--- config.mk ---
export PLATFORM = sky130hd
export DESIGN_NAME = priority_schedule_wait_times
export DESIGN_NICKNAME = d
export VERILOG_FILES = /design/src/hdl/psw_pkg.sv /design/src/hdl/psw_store.sv /design/src/hdl/psw_div.sv /design/src/hdl/priority_schedule_wait_times.sv
export SDC_FILE = /design/constraint.sdc
export NUM_CORES = 1
export LEC_CHECK = 0
export BUFFER_PORTS_ARGS = -buffer_cell sky130_fd_sc_hd__buf_2
export CORE_ASPECT_RATIO = 0.9
export CORE_MARGIN = 2
export CORE_UTILIZATION = 45
export CTS_CLUSTER_SIZE = 25
export DETAILED_ROUTE_END_ITERATION = 10
export PLACE_DENSITY = 0.65
export SLEW_MARGIN = 30
export SYNTH_ARGS = -nofsm -noshare
export SYNTH_HDL_FRONTEND = slang
export SYNTH_HIERARCHICAL = 1
export SYNTH_SLANG_ARGS = --single-unit
--- constraint.sdc ---
create_clock -name clock -period 10.94 [get_ports clock]
set_clock_uncertainty 0.05 [all_clocks]
set_input_delay 0.547 -clock clock [delete_from_list [all_inputs] [get_ports clock]]
set_output_delay 0.547 -clock clock [all_outputs]
set_load 0.005 [all_outputs]
--- src/hdl/psw_pkg.sv ---
// shared types and constants for the priority schedule wait time block
// no dependencies
`timescale 1ns / 1ps
`default_nettype none
package psw_pkg;
   localparam int ID_W    = 8;
   localparam int BURST_W = 16;
   localparam int PRIO_W  = 8;
   localparam int TIME_W  = 20;
   localparam int AVG_W   = 28;
   localparam int FRAC_W  = 8;
   localparam logic [TIME_W-1:0] TIME_MAX = {TIME_W{1'b1}};

   typedef struct packed {
      logic [PRIO_W-1:0]  prio;
      logic [BURST_W-1:0] burst;
      logic [ID_W-1:0]    id;
   } job_type;
endpackage
`default_nettype wire

--- src/hdl/psw_store.sv ---
// job memory: one write port, one read port with registered read data
// depends on psw_pkg
`timescale 1ns / 1ps
`default_nettype none
module psw_store
   import psw_pkg::*;
#(
   parameter int DEPTH = 16,
   parameter int AW    = 4
) (
   input  wire logic    clock,
   input  wire logic    wr_en,
   input  wire logic [AW-1:0] wr_addr,
   input  wire job_type wr_data,
   input  wire logic    rd_en,
   input  wire logic [AW-1:0] rd_addr,
   output job_type      rd_data
);
   job_type mem [DEPTH];
   job_type rd_ff;

   always_ff @(posedge clock) begin
      if (wr_en) begin
         mem[wr_addr] <= wr_data;
      end
      if (rd_en) begin
         rd_ff <= mem[rd_addr];
      end
   end

   assign rd_data = rd_ff;
endmodule
`default_nettype wire

--- src/hdl/psw_div.sv ---
// restoring divider, one quotient bit per cycle
// depends on nothing else
`timescale 1ns / 1ps
`default_nettype none
module psw_div #(
   parameter int DW = 33,
   parameter int NW = 5
) (
   input  wire logic          clock,
   input  wire logic          reset,
   input  wire logic          start,
   input  wire logic [DW-1:0] dividend,
   input  wire logic [NW-1:0] divisor,
   output logic               done,
   output logic [DW-1:0]      quotient
);
   localparam int SCW = $clog2(DW + 1);

   logic [DW-1:0]  q_ff, q_in;
   logic [NW-1:0]  rem_ff, rem_in;
   logic [SCW-1:0] step_ff, step_in;
   logic           busy_ff, busy_in;
   logic           done_ff, done_in;
   logic [NW:0]    trial;

   always_comb begin
      q_in    = q_ff;
      rem_in  = rem_ff;
      step_in = step_ff;
      busy_in = busy_ff;
      done_in = 1'b0;
      trial   = {rem_ff, q_ff[DW-1]};
      if (start) begin
         q_in    = dividend;
         rem_in  = '0;
         step_in = '0;
         busy_in = 1'b1;
      end else if (busy_ff) begin
         if (trial >= {1'b0, divisor}) begin
            rem_in = NW'(trial - {1'b0, divisor});
            q_in   = {q_ff[DW-2:0], 1'b1};
         end else begin
            rem_in = trial[NW-1:0];
            q_in   = {q_ff[DW-2:0], 1'b0};
         end
         step_in = step_ff + 1'b1;
         if (step_ff == SCW'(DW - 1)) begin
            busy_in = 1'b0;
            done_in = 1'b1;
         end
      end
   end

   always_ff @(posedge clock) begin
      if (reset) begin
         busy_ff <= 1'b0;
         done_ff <= 1'b0;
      end else begin
         busy_ff <= busy_in;
         done_ff <= done_in;
      end
      q_ff    <= q_in;
      rem_ff  <= rem_in;
      step_ff <= step_in;
   end

   assign done     = done_ff;
   assign quotient = q_ff;
endmodule
`default_nettype wire

--- src/hdl/priority_schedule_wait_times.sv ---
// Non-preemptive priority scheduler. Jobs load at one per cycle into a job memory until an
// item with last_job set arrives; jobs past MAX_PROCS are dropped and flagged. With n jobs
// held, the block then makes n selection sweeps over the memory (one read a cycle) to find
// jobs in ascending priority, ties in load order, and sum wait and turnaround times; a
// bit-serial divide forms the averages; then n more sweeps, each followed by one result
// that waits for rsp_ready.
// No new item is taken until the last result of a set is accepted.
// depends on psw_pkg, psw_store, psw_div
`timescale 1ns / 1ps
`default_nettype none
module priority_schedule_wait_times
   import psw_pkg::*;
#(
   parameter int MAX_PROCS = 16
) (
   input  wire logic               clock,
   input  wire logic               reset,
   input  wire logic               req_valid,
   output logic                    req_ready,
   input  wire logic [ID_W-1:0]    req_job_id,
   input  wire logic [BURST_W-1:0] req_burst_time,
   input  wire logic [PRIO_W-1:0]  req_job_priority,
   input  wire logic               req_last_job,
   output logic                    rsp_valid,
   input  wire logic               rsp_ready,
   output logic [ID_W-1:0]         rsp_out_job_id,
   output logic [BURST_W-1:0]      rsp_out_burst,
   output logic [PRIO_W-1:0]       rsp_out_priority,
   output logic [TIME_W-1:0]       rsp_wait_time,
   output logic [TIME_W-1:0]       rsp_turnaround,
   output logic [AVG_W-1:0]        rsp_avg_wait,
   output logic [AVG_W-1:0]        rsp_avg_turnaround,
   output logic                    rsp_dropped_flag,
   output logic                    rsp_last_result
);
   localparam int AW = (MAX_PROCS > 1) ? $clog2(MAX_PROCS) : 1;
   localparam int CW = $clog2(MAX_PROCS + 1);
   localparam int SW = TIME_W + CW;
   localparam int DW = SW + FRAC_W;
   localparam int KW = PRIO_W + AW;

   localparam logic [1:0] S_LOAD = 2'd0;
   localparam logic [1:0] S_SCAN = 2'd1;
   localparam logic [1:0] S_DIV  = 2'd2;
   localparam logic [1:0] S_OUT  = 2'd3;

   logic [1:0]    st_ff, st_in;
   logic [CW-1:0] cnt_ff, cnt_in;
   logic          ovf_ff, ovf_in;
   logic          emit_ff, emit_in;
   logic [CW-1:0] pass_ff, pass_in;
   logic [CW-1:0] sc_ff, sc_in;
   logic          rv_ff, rv_in;
   logic [AW-1:0] ridx_ff, ridx_in;
   logic          have_prev_ff, have_prev_in;
   logic [KW-1:0] prev_ff, prev_in;
   logic          found_ff, found_in;
   logic [KW-1:0] best_ff, best_in;
   job_type       bjob_ff, bjob_in;
   logic [TIME_W-1:0] run_ff, run_in;
   logic [SW-1:0] sumw_ff, sumw_in, sumt_ff, sumt_in;
   logic [AVG_W-1:0] aw_ff, aw_in, at_ff, at_in;
   job_type       ojob_ff, ojob_in;
   logic [TIME_W-1:0] owait_ff, owait_in, otat_ff, otat_in;
   logic          olast_ff, olast_in;

   logic          wr_en, rd_en, issue, qual, div_start, div_done, div_done_t;
   logic [KW-1:0] key;
   logic [TIME_W:0] run_sum;
   logic [TIME_W-1:0] run_next;
   job_type       wr_job, rd_job;
   logic [DW-1:0] qw, qt;

   assign wr_job = '{prio: req_job_priority, burst: req_burst_time, id: req_job_id};
   assign issue  = (st_ff == S_SCAN) && (sc_ff < cnt_ff);
   assign rd_en  = issue;
   assign key    = {rd_job.prio, ridx_ff};
   assign qual   = !have_prev_ff || (key > prev_ff);
   assign run_sum  = {1'b0, run_ff} + (TIME_W + 1)'(bjob_ff.burst);
   assign run_next = (run_sum > {1'b0, TIME_MAX}) ? TIME_MAX : run_sum[TIME_W-1:0];
   assign req_ready = (st_ff == S_LOAD);

   psw_store #(.DEPTH(MAX_PROCS), .AW(AW)) u_store (
      .clock   (clock),
      .wr_en   (wr_en),
      .wr_addr (cnt_ff[AW-1:0]),
      .wr_data (wr_job),
      .rd_en   (rd_en),
      .rd_addr (sc_ff[AW-1:0]),
      .rd_data (rd_job)
   );

   // dividends take the sums including the last job, loaded at start
   psw_div #(.DW(DW), .NW(CW)) u_div_w (
      .clock    (clock),
      .reset    (reset),
      .start    (div_start),
      .dividend ({sumw_in, FRAC_W'(0)}),
      .divisor  (cnt_ff),
      .done     (div_done),
      .quotient (qw)
   );

   psw_div #(.DW(DW), .NW(CW)) u_div_t (
      .clock    (clock),
      .reset    (reset),
      .start    (div_start),
      .dividend ({sumt_in, FRAC_W'(0)}),
      .divisor  (cnt_ff),
      .done     (div_done_t),
      .quotient (qt)
   );

   always_comb begin
      st_in        = st_ff;
      cnt_in       = cnt_ff;
      ovf_in       = ovf_ff;
      emit_in      = emit_ff;
      pass_in      = pass_ff;
      sc_in        = sc_ff;
      rv_in        = 1'b0;
      ridx_in      = sc_ff[AW-1:0];
      have_prev_in = have_prev_ff;
      prev_in      = prev_ff;
      found_in     = found_ff;
      best_in      = best_ff;
      bjob_in      = bjob_ff;
      run_in       = run_ff;
      sumw_in      = sumw_ff;
      sumt_in      = sumt_ff;
      aw_in        = aw_ff;
      at_in        = at_ff;
      ojob_in      = ojob_ff;
      owait_in     = owait_ff;
      otat_in      = otat_ff;
      olast_in     = olast_ff;
      wr_en        = 1'b0;
      div_start    = 1'b0;
      case (st_ff)
         S_LOAD: begin
            if (req_valid) begin
               if (cnt_ff < CW'(MAX_PROCS)) begin
                  wr_en  = 1'b1;
                  cnt_in = cnt_ff + 1'b1;
               end else begin
                  ovf_in = 1'b1;
               end
               if (req_last_job) begin
                  st_in        = S_SCAN;
                  emit_in      = 1'b0;
                  pass_in      = '0;
                  sc_in        = '0;
                  found_in     = 1'b0;
                  have_prev_in = 1'b0;
                  run_in       = '0;
                  sumw_in      = '0;
                  sumt_in      = '0;
               end
            end
         end
         S_SCAN: begin
            if (issue) begin
               sc_in = sc_ff + 1'b1;
               rv_in = 1'b1;
            end
            // keep the smallest key above the one picked last sweep
            if (rv_ff && qual && (!found_ff || key < best_ff)) begin
               best_in  = key;
               bjob_in  = rd_job;
               found_in = 1'b1;
            end
            if (!issue && !rv_ff) begin
               run_in       = run_next;
               prev_in      = best_ff;
               have_prev_in = 1'b1;
               pass_in      = pass_ff + 1'b1;
               sc_in        = '0;
               found_in     = 1'b0;
               if (emit_ff) begin
                  ojob_in  = bjob_ff;
                  owait_in = run_ff;
                  otat_in  = run_next;
                  olast_in = (pass_ff + 1'b1 == cnt_ff);
                  st_in    = S_OUT;
               end else begin
                  sumw_in = sumw_ff + SW'(run_ff);
                  sumt_in = sumt_ff + SW'(run_next);
                  if (pass_ff + 1'b1 == cnt_ff) begin
                     div_start = 1'b1;
                     st_in     = S_DIV;
                  end
               end
            end
         end
         S_DIV: begin
            if (div_done) begin
               aw_in        = qw[AVG_W-1:0];
               at_in        = qt[AVG_W-1:0];
               st_in        = S_SCAN;
               emit_in      = 1'b1;
               pass_in      = '0;
               sc_in        = '0;
               found_in     = 1'b0;
               have_prev_in = 1'b0;
               run_in       = '0;
            end
         end
         S_OUT: begin
            if (rsp_ready) begin
               if (olast_ff) begin
                  cnt_in = '0;
                  ovf_in = 1'b0;
                  st_in  = S_LOAD;
               end else begin
                  st_in = S_SCAN;
               end
            end
         end
         default: begin
            st_in = S_LOAD;
         end
      endcase
   end

   always_ff @(posedge clock) begin
      if (reset) begin
         st_ff  <= S_LOAD;
         cnt_ff <= '0;
         ovf_ff <= 1'b0;
         rv_ff  <= 1'b0;
      end else begin
         st_ff  <= st_in;
         cnt_ff <= cnt_in;
         ovf_ff <= ovf_in;
         rv_ff  <= rv_in;
      end
      emit_ff      <= emit_in;
      pass_ff      <= pass_in;
      sc_ff        <= sc_in;
      ridx_ff      <= ridx_in;
      have_prev_ff <= have_prev_in;
      prev_ff      <= prev_in;
      found_ff     <= found_in;
      best_ff      <= best_in;
      bjob_ff      <= bjob_in;
      run_ff       <= run_in;
      sumw_ff      <= sumw_in;
      sumt_ff      <= sumt_in;
      aw_ff        <= aw_in;
      at_ff        <= at_in;
      ojob_ff      <= ojob_in;
      owait_ff     <= owait_in;
      otat_ff      <= otat_in;
      olast_ff     <= olast_in;
   end

   assign rsp_valid          = (st_ff == S_OUT);
   assign rsp_out_job_id     = ojob_ff.id;
   assign rsp_out_burst      = ojob_ff.burst;
   assign rsp_out_priority   = ojob_ff.prio;
   assign rsp_wait_time      = owait_ff;
   assign rsp_turnaround     = otat_ff;
   assign rsp_avg_wait       = aw_ff;
   assign rsp_avg_turnaround = at_ff;
   assign rsp_dropped_flag   = ovf_ff;
   assign rsp_last_result    = olast_ff;

`ifndef SYNTHESIS
   a_no_overlap: assert property (@(posedge clock) disable iff (reset)
      !(req_ready && rsp_valid))
      else $error("input taken while a result is shown");
   a_cnt_range: assert property (@(posedge clock) disable iff (reset)
      cnt_ff <= CW'(MAX_PROCS))
      else $error("job count beyond capacity");
   a_div_nonzero: assert property (@(posedge clock) disable iff (reset)
      (st_ff == S_DIV) |-> (cnt_ff != '0))
      else $error("divide with empty job set");
   a_div_pair: assert property (@(posedge clock) disable iff (reset)
      div_done == div_done_t)
      else $error("dividers out of step");
   a_set_end: assert property (@(posedge clock) disable iff (reset)
      (rsp_valid && rsp_ready && rsp_last_result) |=> (req_ready && cnt_ff == '0))
      else $error("set not cleared after final item");
`endif
endmodule
`default_nettype wire

==> impl_metrics.yaml <==
status:
  status: "complete, no violations"
timing:
  max_freq_ghz: 0.176
  setup_tns_ns: 0
  worst_slew_pin_slew_ns: 0.995
  hold_violations: 0
  post-route-min-period_ns: 5.69
  whs_ns: 0.128
  slew_viol_final: 0
  rsz0062_at_grt: "false"
  finalSetupViolCount: 0
  slew_headroom: 0.337
  fin_crit_sh: 0.520
  fin_ws_ns: 5.25
worst_setup_path:
  critical-path-top-delay-family: "compound AO/OA/AOI/OAI gates"
  worstPathRequired_ns: 11.32
  slowest_stage: "a31oi_1"
  max_stage_delay_ns: 0.64
  critPathBufInv: 1
  critPathCaptureType: "register"
  cp-start-kind: "register"
  crit_chain: "ha_1 > o21ai_0 > a2111oi_0 > o211ai_1 > a31oi_1 > buf_4 > or2_2 > ha_1 > fa_1 > a211oi_1 > o21a_1 > o31a_1 > o31ai_4 > a31oi_2 > o211a_1 > a211o_1 > mux2_2"
  ff2ff_setup_slack_ns: 5.25
  arrival_ns: 6.07
  timing.critical_path.mode_cell: "ha_1"
  critPathKind: "register to register"
  crit_path_max_fanout: 8
die:
  core_sq_mm: 0.0830
  io_pins: 169
  start_util: 0.455
  die_area_sq_mm: 0.0862
  rows: 100
  die-width_um: 309
  die_h_um: 279
clocking:
  htree_levels: 3
  clkTransAtPathRegs_ns: 0.06
  cts_tree: "yes"
  clock-root-buffer: "clkbuf_16"
  cts_sinks: 908
  cts.path.max_buffers: 3
  numCtsBuffers: 93
  hold_buffers: 0
  post_cts_resized: 0
  cts_setup_buffers: 0
  insertion_delay_ns: 0.68
final_layout:
  area_growth_pct: 14.1
  nets: 2671
  drive_gt1_frac: 0.227
  fin_area_sq_mm: 0.0431
drt:
  wl_per_cell_um: 23.7
  drt_iter0_markers: 2202
  drc: 0
  drtPass1Iterations: 6
  final_antenna_net_count: 0
  finalWirelength_um: 88100
  vias_per_cell: 5.74
  vias: 21359
pwr:
  power_mw: 11.7
  ir_drop_uv: 195
  leakagePower_nw: 15.0
  power_per_cell_area_mw_per_mm2: 271
grt:
  grt_max_degree: 67
  grt_usage: 0.204
  gr-total-overflow: 0
  antenna_found_initial: 7
  first_global_vias: 21333
  grt_pass1_wl_um: 132000
placed_design:
  place.gp.congestion: 0.897
  dpl_worst_slack_ns: 5.34
  hpwl_um: 53500
  postPlaceCellArea_sq_mm: 0.0401
  port_buffers: 168
min_path:
  hold_class: "input port to register"
synth:
  ys_warn_count: 6
  synthCells: 2293
  syn_area_per_cell_sq_um: 16.5
  netlist_area_sq_mm: 0.0378
run:
  cap_viol_max_count: 0
worst register-to-register path, cell delays in order (launching register included):
cell       delay (ns)
edfxtp_1         0.42
ha_1             0.42
o21ai_0          0.21
a2111oi_0        0.56
o211ai_1         0.23
a31oi_1          0.64
buf_4            0.27
or2_2            0.14
ha_1             0.19
fa_1             0.26
a211oi_1         0.13
o21a_1           0.21
o31a_1           0.36
o31ai_4          0.34
a31oi_2          0.23
o211a_1          0.26
a211o_1          0.27
mux2_2           0.27
stage by stage:
step                utilization  instances
floorplan                     -       2308
global placement          0.483       3548
detailed placement        0.484       3549
CTS                       0.519       3719
global route              0.519       3719
finish                    0.520       3720
area by class of cell:
type	count	area, sq um
Antenna cell	1	2.50
Clock buffer	116	2450
Clock inverter	54	478
Fill cell	6653	39900
Inverter	77	289
Multi-Input combinational cell	1234	10900
Sequential cell	908	26400
Tap cell	1122	1400
Timing Repair Buffer	208	1160
sequential cells by signal, indices dropped and copies added (netlist names), 6 cells and up:
register	count
u_div_t/quotient	33
u_div_w/step_ff	6
best_ff	12
rsp_turnaround	20
rsp_avg_turnaround	28
rsp_avg_wait	28
prev_ff	12
rsp_out_job_id	8
sumt_ff	25
u_store/mem	512
bjob_ff	24
u_store/rd_data	32
rsp_wait_time	20
rsp_out_burst	16
rsp_out_priority	8
u_div_t/step_ff	6
u_div_w/quotient	33
sumw_ff	25
run_ff	20
per-layer routing:
metal | global-route usage | wire length, um | vias to the layer above | part of all wire
li1 | - | - | 9527 | -
met1 | 0.284 | 37500 | 10932 | 0.43
met2 | 0.332 | 42600 | 719 | 0.48
met3 | 0.0325 | 5570 | 173 | 0.063
met4 | 0.0634 | 2360 | 8 | 0.027
met5 | 0 | 48 | - | 0.00054
cell usage in the layout (no fill, tap or decap), drive strengths merged, types with 7 or more instances in the layout:
cell type  count
nand4         18
nand2        136
xor2          29
o31ai          9
nor3          25
mux4         128
conb          16
nand3         39
ha           107
a211o         14
or2            7
a21o          38
a211oi        18
xnor2         30
mux2          67
o211ai        15
edfxtp       820
and2          21
clkinv        44
dfxtp         88
buf          208
inv           81
clkbuf       116
mux2i         15
nor2          93
a31oi         13
nor2b         14
o21ai         80
a21oi         87
and3          23
o21bai         8
o311ai         7
nand2b         9
a22oi         66
o21a          24
final timing paths:
path	start	endpoint	depth (start not counted)
max	run_ff[11]$_SDFFCE_PN0P_	u_div_t/quotient[32]$_DFFE_PP_	17
min reg2reg	bjob_ff[1]$_DFFE_PP_	rsp_out_job_id[1]$_DFFE_PP_	0
max reg2reg	run_ff[11]$_SDFFCE_PN0P_	u_div_t/quotient[32]$_DFFE_PP_	17
min	reset	rsp_dropped_flag$_SDFFE_PP0P_	2
power by group:
group / switching, mW / internal (mW) / leakage (nW) / total (mW)
logic: 2.38 / 1.58 / 5.35 / 3.95
registers: 0.317 / 4.35 / 8.17 / 4.66
clock network: 1.35 / 1.71 / 1.43 / 3.06
total: 4.05 / 7.63 / 15.0 / 11.7
(Power assumes the default switching activity.)
